**config.mk**
```make
export PLATFORM = sky130hd
export DESIGN_NAME = fbre_ctrl
export DESIGN_NICKNAME = d
export VERILOG_FILES = /design/src/fbre_pkg.sv /design/src/fbre_ctrl.sv
export SDC_FILE = /design/constraint.sdc
export NUM_CORES = 1
export LEC_CHECK = 0
export ABC_AREA = 1
export BUFFER_PORTS_ARGS = -buffer_cell sky130_fd_sc_hd__buf_2
export CAP_MARGIN = 5
export CORE_UTILIZATION = 25
export CTS_CLUSTER_SIZE = 24
export DETAILED_ROUTE_END_ITERATION = 7
export PLACE_DENSITY = 0.45
export SETUP_SLACK_MARGIN = 0.05
export SLEW_MARGIN = 20
export SYNTH_ARGS = -nofsm -noshare
export SYNTH_HDL_FRONTEND = slang
export SYNTH_SLANG_ARGS = --single-unit
```
**constraint.sdc**
```tcl
create_clock -name clock -period 2.8 [get_ports clock]
set_input_delay 0.14 -clock clock [delete_from_list [all_inputs] [get_ports clock]]
set_output_delay 0.14 -clock clock [all_outputs]
set_load 0.02 [all_outputs]
```
**src/fbre_pkg.sv**
```systemverilog
// Shared widths, codes and command/status types of the flat-bottom restraint energy block.
package fbre_pkg;

   localparam int COORD_W    = 20;
   localparam int DIFF_W     = COORD_W + 1;
   localparam int WEIGHT_W   = 16;
   localparam int FC_W       = 16;
   localparam int EDGE_W     = 20;
   localparam int DIST_W     = 21;
   localparam int ENERGY_W   = 48;
   localparam int SS_W       = 2 * DIST_W;
   localparam int EDIFF_W    = DIST_W + 1;
   localparam int MUL_A_W    = 33;
   localparam int MUL_B_W    = 27;
   localparam int PROD_W     = MUL_A_W + MUL_B_W;
   localparam int WK_W       = WEIGHT_W + FC_W;
   localparam int FRAC_W     = 16;
   localparam int SUM_W      = PROD_W + 1;
   localparam int REM_W      = DIST_W + 3;
   localparam int ROOT_STEPS = DIST_W;
   localparam int CNT_W      = $clog2(ROOT_STEPS);
   localparam int CSR_IDX_W  = 2;
   localparam int CSR_DATA_W = 20;

   localparam logic [FC_W-1:0]   FC_RESET    = 16'd256;
   localparam logic [EDGE_W-1:0] LOWER_RESET = 20'd742;
   localparam logic [EDGE_W-1:0] UPPER_RESET = 20'd2048;

   localparam logic [CSR_IDX_W-1:0] CSR_FORCE_CONSTANT = 2'd0;
   localparam logic [CSR_IDX_W-1:0] CSR_LOWER_EDGE     = 2'd1;
   localparam logic [CSR_IDX_W-1:0] CSR_UPPER_EDGE     = 2'd2;

   typedef enum logic [2:0] {
      MUL_DX   = 3'd0,
      MUL_DY   = 3'd1,
      MUL_DZ   = 3'd2,
      MUL_WK   = 3'd3,
      MUL_EDGE = 3'd4,
      MUL_HI   = 3'd5,
      MUL_LO   = 3'd6
   } mul_sel_type;

   typedef struct packed {
      logic        load_item;
      logic        mul_en;
      mul_sel_type mul_sel;
      logic        ss_load;
      logic        ss_add;
      logic        root_init;
      logic        root_step;
      logic        lo_load;
      logic        contrib_init;
      logic        contrib_add;
      logic        out_load;
   } cmd_type;

   typedef struct packed {
      logic out_stall;
   } status_type;

endpackage

```
**src/fbre_ctrl.sv**
```systemverilog
// Sequencer for the restraint energy datapath: multiplies, square root steps, accumulate.
module fbre_ctrl import fbre_pkg::*; (
   input  logic       clock,
   input  logic       reset,
   input  logic       req_valid,
   output logic       req_ready,
   input  status_type status,
   output cmd_type    cmd
);

   typedef enum logic [12:0] {
      ST_IDLE  = 13'b0000000000001,
      ST_MX    = 13'b0000000000010,
      ST_MY    = 13'b0000000000100,
      ST_MZ    = 13'b0000000001000,
      ST_MW    = 13'b0000000010000,
      ST_RINIT = 13'b0000000100000,
      ST_ROOT  = 13'b0000001000000,
      ST_EDGE  = 13'b0000010000000,
      ST_MH    = 13'b0000100000000,
      ST_ML    = 13'b0001000000000,
      ST_CL    = 13'b0010000000000,
      ST_FIN   = 13'b0100000000000,
      ST_SPARE = 13'b1000000000000
   } state_type;

   state_type         state_ff, state_in;
   logic [CNT_W-1:0]  cnt_ff, cnt_in;

   assign req_ready = (state_ff == ST_IDLE) && !reset;

   always_comb begin
      state_in = state_ff;
      cnt_in   = cnt_ff;
      cmd      = '0;
      cmd.mul_sel = MUL_DX;
      case (state_ff)
         ST_IDLE: begin
            if (req_valid) begin
               cmd.load_item = 1'b1;
               state_in      = ST_MX;
            end
         end
         ST_MX: begin
            cmd.mul_en  = 1'b1;
            cmd.mul_sel = MUL_DX;
            state_in    = ST_MY;
         end
         ST_MY: begin
            cmd.mul_en  = 1'b1;
            cmd.mul_sel = MUL_DY;
            cmd.ss_load = 1'b1;
            state_in    = ST_MZ;
         end
         ST_MZ: begin
            cmd.mul_en  = 1'b1;
            cmd.mul_sel = MUL_DZ;
            cmd.ss_add  = 1'b1;
            state_in    = ST_MW;
         end
         ST_MW: begin
            cmd.mul_en  = 1'b1;
            cmd.mul_sel = MUL_WK;
            cmd.ss_add  = 1'b1;
            state_in    = ST_RINIT;
         end
         ST_RINIT: begin
            cmd.root_init = 1'b1;
            cnt_in        = '0;
            state_in      = ST_ROOT;
         end
         ST_ROOT: begin
            cmd.root_step = 1'b1;
            cnt_in        = cnt_ff + 1'b1;
            if (cnt_ff == CNT_W'(ROOT_STEPS - 1)) begin
               state_in = ST_EDGE;
            end
         end
         ST_EDGE: begin
            cmd.mul_en  = 1'b1;
            cmd.mul_sel = MUL_EDGE;
            state_in    = ST_MH;
         end
         ST_MH: begin
            // high half of the squared offset goes in now, low half is kept
            cmd.mul_en  = 1'b1;
            cmd.mul_sel = MUL_HI;
            cmd.lo_load = 1'b1;
            state_in    = ST_ML;
         end
         ST_ML: begin
            cmd.mul_en       = 1'b1;
            cmd.mul_sel      = MUL_LO;
            cmd.contrib_init = 1'b1;
            state_in         = ST_CL;
         end
         ST_CL: begin
            cmd.contrib_add = 1'b1;
            state_in        = ST_FIN;
         end
         ST_FIN: begin
            if (!status.out_stall) begin
               cmd.out_load = 1'b1;
               state_in     = ST_IDLE;
            end
         end
         default: begin
            state_in = ST_IDLE;
         end
      endcase
   end

   always_ff @(posedge clock) begin
      if (reset) begin
         state_ff <= ST_IDLE;
         cnt_ff   <= '0;
      end else begin
         state_ff <= state_in;
         cnt_ff   <= cnt_in;
      end
   end

endmodule

```
==> results summary <==
The run finished with clean final reports. TritonCTS built the clock tree. By area the synthesized netlist is led by sky130_fd_sc_hd__dfxtp_1 34%, sky130_fd_sc_hd__nand2_1 13%, sky130_fd_sc_hd__inv_1 9.8%, sky130_fd_sc_hd__nor2_1 6.8%, sky130_fd_sc_hd__nor3_1 6.0%. From left edge to right edge, the die measures 65.1 µm. The die span in y came out at roughly 65 µm.

Summing all flip-flop and latch instances after layout gives about 340 µm². The floorplan die area came out at roughly 0.0042 mm². The final antenna diode count is 0.

The latest clock arrival within the worst-skew pair is 0.25 ns. The average instance area after synthesis is 6.68 µm². The final worst clock skew is 0.00215 ns. The largest voltage drop on the vdd net came out at approximately 0.00032 V. The number of ports placed on the die boundary is 18. The number of nets handed over by synthesis was roughly 160. Once the clock tree was built, the resizer swapped 0 gates to a different size. In this run the worst hold path is classified as input pin to flop. The root buffer cell chosen for the clock tree is sky130_fd_sc_hd__clkbuf_8. The count of final hold-check violations came out at 0. The initial antenna violation count is 0. The worst path in the final design needs a cycle of between 1.5 and 2 ns, including I/O delays and setup. After the last flow step, the layout net total stands at 176. Routability-driven placement finished with a final weighted congestion of 0.756. The leftover overflow at the end of global routing is 0. The final total power is between 0.6 and 0.7 mW. In this run, CTS created clock tree buffers numbering 3. The data arrival time at the worst-slack endpoint is ~1.6 ns. The iteration count of the initial detailed-routing pass came out at 3. The port buffer count is 17. The maximum operating frequency is around 580 MHz. Entering global routing, the biggest net connects 16 pins. After detailed routing, the number of remaining DRC violations is 0. The gate count of the mapped netlist is 149.

The proportion of netlist area held by the largest area contributor is 0.342. In the final timing run, aggregate negative setup slack is 0 ns. In the routed layout, each cell is associated on average with a via count of 4.26. The endpoint kind of the worst setup timing path is an output port. The sequential fraction of the synthesis area is 0.342. In the detailed route, the total length drawn on met2 is 1040 µm. The number of pins with negative max-slew slack in the final report is 0. For this block, wires on met1 add up to 1090 µm. The number of global-route vias before repair is 857. For the pin with the worst max-slew slack, the measured transition is 0.302 ns. Relative to the synthesized area, the layout overhead comes to 18.7%.

After clock tree synthesis, the clock-pin slew on the worst setup and hold paths is roughly 0.07 ns. The top fanout value on the critical path came out at 5. The number of buffers on the longest clock path came out at 2. Setup repair after global routing left no endpoint under its margin. The normalized max-slew margin came out at 0.799. The number of levels in the clock H-tree is 1. The post-CTS setup buffer count is 0.

The footprint of the multi-input gates is between 500 and 600 µm². Setup violations remaining at the end of the flow were counted as 0. The number of hold buffers added after CTS was 0. The required time of the worst setup path is 2.66 ns.

The yosys synthesis warning count came out at 0. Dividing the final minimum period by the clock period gives 0.612. In the final routed layout, each cell accounts on average for 10.3 µm. The count of filler cells inserted in the layout came out at 431.

The critical path launch point type is a flop. Detailed placement ended at an HPWL of 1780 µm. The wire length of the first global-routing pass came out at 3820 µm. The cell leakage power came out at 0.629 nW. The placeable core area came out at between 0.003 and 0.004 mm². The fraction of layout instances using a drive strength above 1 is 0.243. The netlist uses 20 different library cells. The total power per unit cell area came out at 520 mW/mm². The synthesized design contains 17 register bits. The synthesized cell area is 995 µm². The starting density of the core came out at 0.266. The floorplan has 22 rows. The total wire length came out at 2230 µm. In the global route stage, overall resource usage came out at 0.119. The routed via count is 925. Once detail routing completed, the nets flagged for antenna violations numbered 0. The max-capacitance violation count came out at 0. Clock tree synthesis found a total of 17 sinks. The first routing iteration left 6 violations. After detailed routing, the met3 layer carries 90 µm of wire.

The critical path is of the flop to output port type. The highest layer touched by signal routing is met4. The synthesized design spends more area on one cell type than any other, namely sky130_fd_sc_hd__dfxtp_1.
-- cell usage in the layout (no fill, tap or decap), types with 3 or more instances in the layout --
| cell | Yosys | layout |
|---|---|---|
| sky130_fd_sc_hd__nand2_1 | 35 | 35 |
| sky130_fd_sc_hd__nand3_2 | 4 | 4 |
| sky130_fd_sc_hd__nor3_1 | 12 | 12 |
| sky130_fd_sc_hd__nor2_4 | 3 | 3 |
| sky130_fd_sc_hd__nor2_2 | 4 | 4 |
| sky130_fd_sc_hd__buf_2 | 0 | 17 |
| sky130_fd_sc_hd__nand3_1 | 5 | 5 |
| sky130_fd_sc_hd__nor2_1 | 18 | 18 |
| sky130_fd_sc_hd__inv_1 | 26 | 26 |
| sky130_fd_sc_hd__dfxtp_1 | 17 | 17 |
| sky130_fd_sc_hd__nand2_2 | 5 | 5 |
| sky130_fd_sc_hd__clkbuf_8 | 0 | 3 |
| sky130_fd_sc_hd__a21oi_1 | 6 | 6 |
-- registers in the layout, summed over array words and instances (netlist names) --
signal,cells
state_ff,12
cnt_ff,5
-- routing by layer --
layer / vias to the layer above / GRT usage
met5: - / 0
met4: 0 / 0.0245
met3: 2 / 0.0335
met2: 16 / 0.199
met1: 410 / 0.150
li1: 497 / -
-- area by class of cell --
type | instances | area share
clock buffers | 4 | 0.0381
flip-flops and latches | 17 | 0.288
repair buffers | 17 | 0.0720
inverters | 28 | 0.0890
well taps | 48 | 0.0508
multi-input cells | 103 | 0.462
-- through the flow --
| stage | util | std cells | setup slack, ns | area (µm²) | hold WS (ns) |
|---|---|---|---|---|---|
| 2_1_floorplan | - | 149 | 1.50 | 995 | 0.219 |
| 3_3_place_gp | 0.303 | 213 | 1.34 | 1140 | 0.454 |
| 3_5_place_dp | 0.303 | 213 | 1.34 | 1140 | 0.454 |
| 4_1_cts | 0.316 | 217 | 1.06 | 1180 | 0.193 |
| 5_1_grt | 0.316 | 217 | 0.910 | 1180 | 0.216 |
| 6_report | 0.316 | 217 | 1.09 | 1180 | 0.192 |
-- power by group --
| part | switching (mW) | total (mW) | internal [mW] |
|---|---|---|---|
| clock network | 0.0842 | 0.185 | 0.101 |
| registers | 0.00707 | 0.259 | 0.252 |
| logic | 0.114 | 0.170 | 0.0556 |
-- cells by family (layout without fill, tap and decap cells) --
logic type	count (synthesis)	count (layout)	share of synthesized area
fa+ha+maj	2	2	0.0252
simple gates	90	90	0.460
buf+inv	29	49	0.109
flops	17	17	0.342
compound gates	9	9	0.0453
xor+xnor	2	2	0.0176
-- synthesized netlist by cell type --
cell                       number
sky130_fd_sc_hd__a21oi_1        6
sky130_fd_sc_hd__clkbuf_1       1
sky130_fd_sc_hd__dfxtp_1       17
sky130_fd_sc_hd__ha_1           2
sky130_fd_sc_hd__inv_1         26
sky130_fd_sc_hd__inv_2          2
sky130_fd_sc_hd__nand2_1       35
sky130_fd_sc_hd__nand2_2        5
sky130_fd_sc_hd__nand3_1        5
sky130_fd_sc_hd__nand3_2        4
sky130_fd_sc_hd__nand3_4        1
sky130_fd_sc_hd__nand4_1        1
sky130_fd_sc_hd__nor2_1        18
sky130_fd_sc_hd__nor2_2         4
sky130_fd_sc_hd__nor2_4         3
sky130_fd_sc_hd__nor3_1        12
sky130_fd_sc_hd__nor3_2         2
sky130_fd_sc_hd__o21ai_0        2
sky130_fd_sc_hd__o21ai_1        1
sky130_fd_sc_hd__xor2_1         2
-- worst max-delay path, stage by stage (launching register included) --
cell                      delay (ns)
sky130_fd_sc_hd__dfxtp_1        0.32
sky130_fd_sc_hd__nor2_1         0.17
sky130_fd_sc_hd__nand2_2        0.12
sky130_fd_sc_hd__nor2_4         0.17
sky130_fd_sc_hd__nand2_1        0.17
sky130_fd_sc_hd__nand3_1        0.12
sky130_fd_sc_hd__nor2_1         0.06
sky130_fd_sc_hd__inv_1          0.05
sky130_fd_sc_hd__buf_2          0.15
-- final timing paths --
path	startpoint	endpoint	slack [ns]	cells past startpoint
max reg2reg	state_ff[5]$_SDFFE_PP0P_	state_ff[6]$_SDFFE_PP0P_	1.44	8
max	state_ff[8]$_SDFFE_PP0P_	cmd[11]	1.09	8
min reg2reg	cnt_ff[3]$_SDFFE_PP0P_	cnt_ff[3]$_SDFFE_PP0P_	0.46	2
min	req_valid	state_ff[1]$_SDFFE_PP0P_	0.19	3
Note: power is estimated with default switching activity, not from simulation.
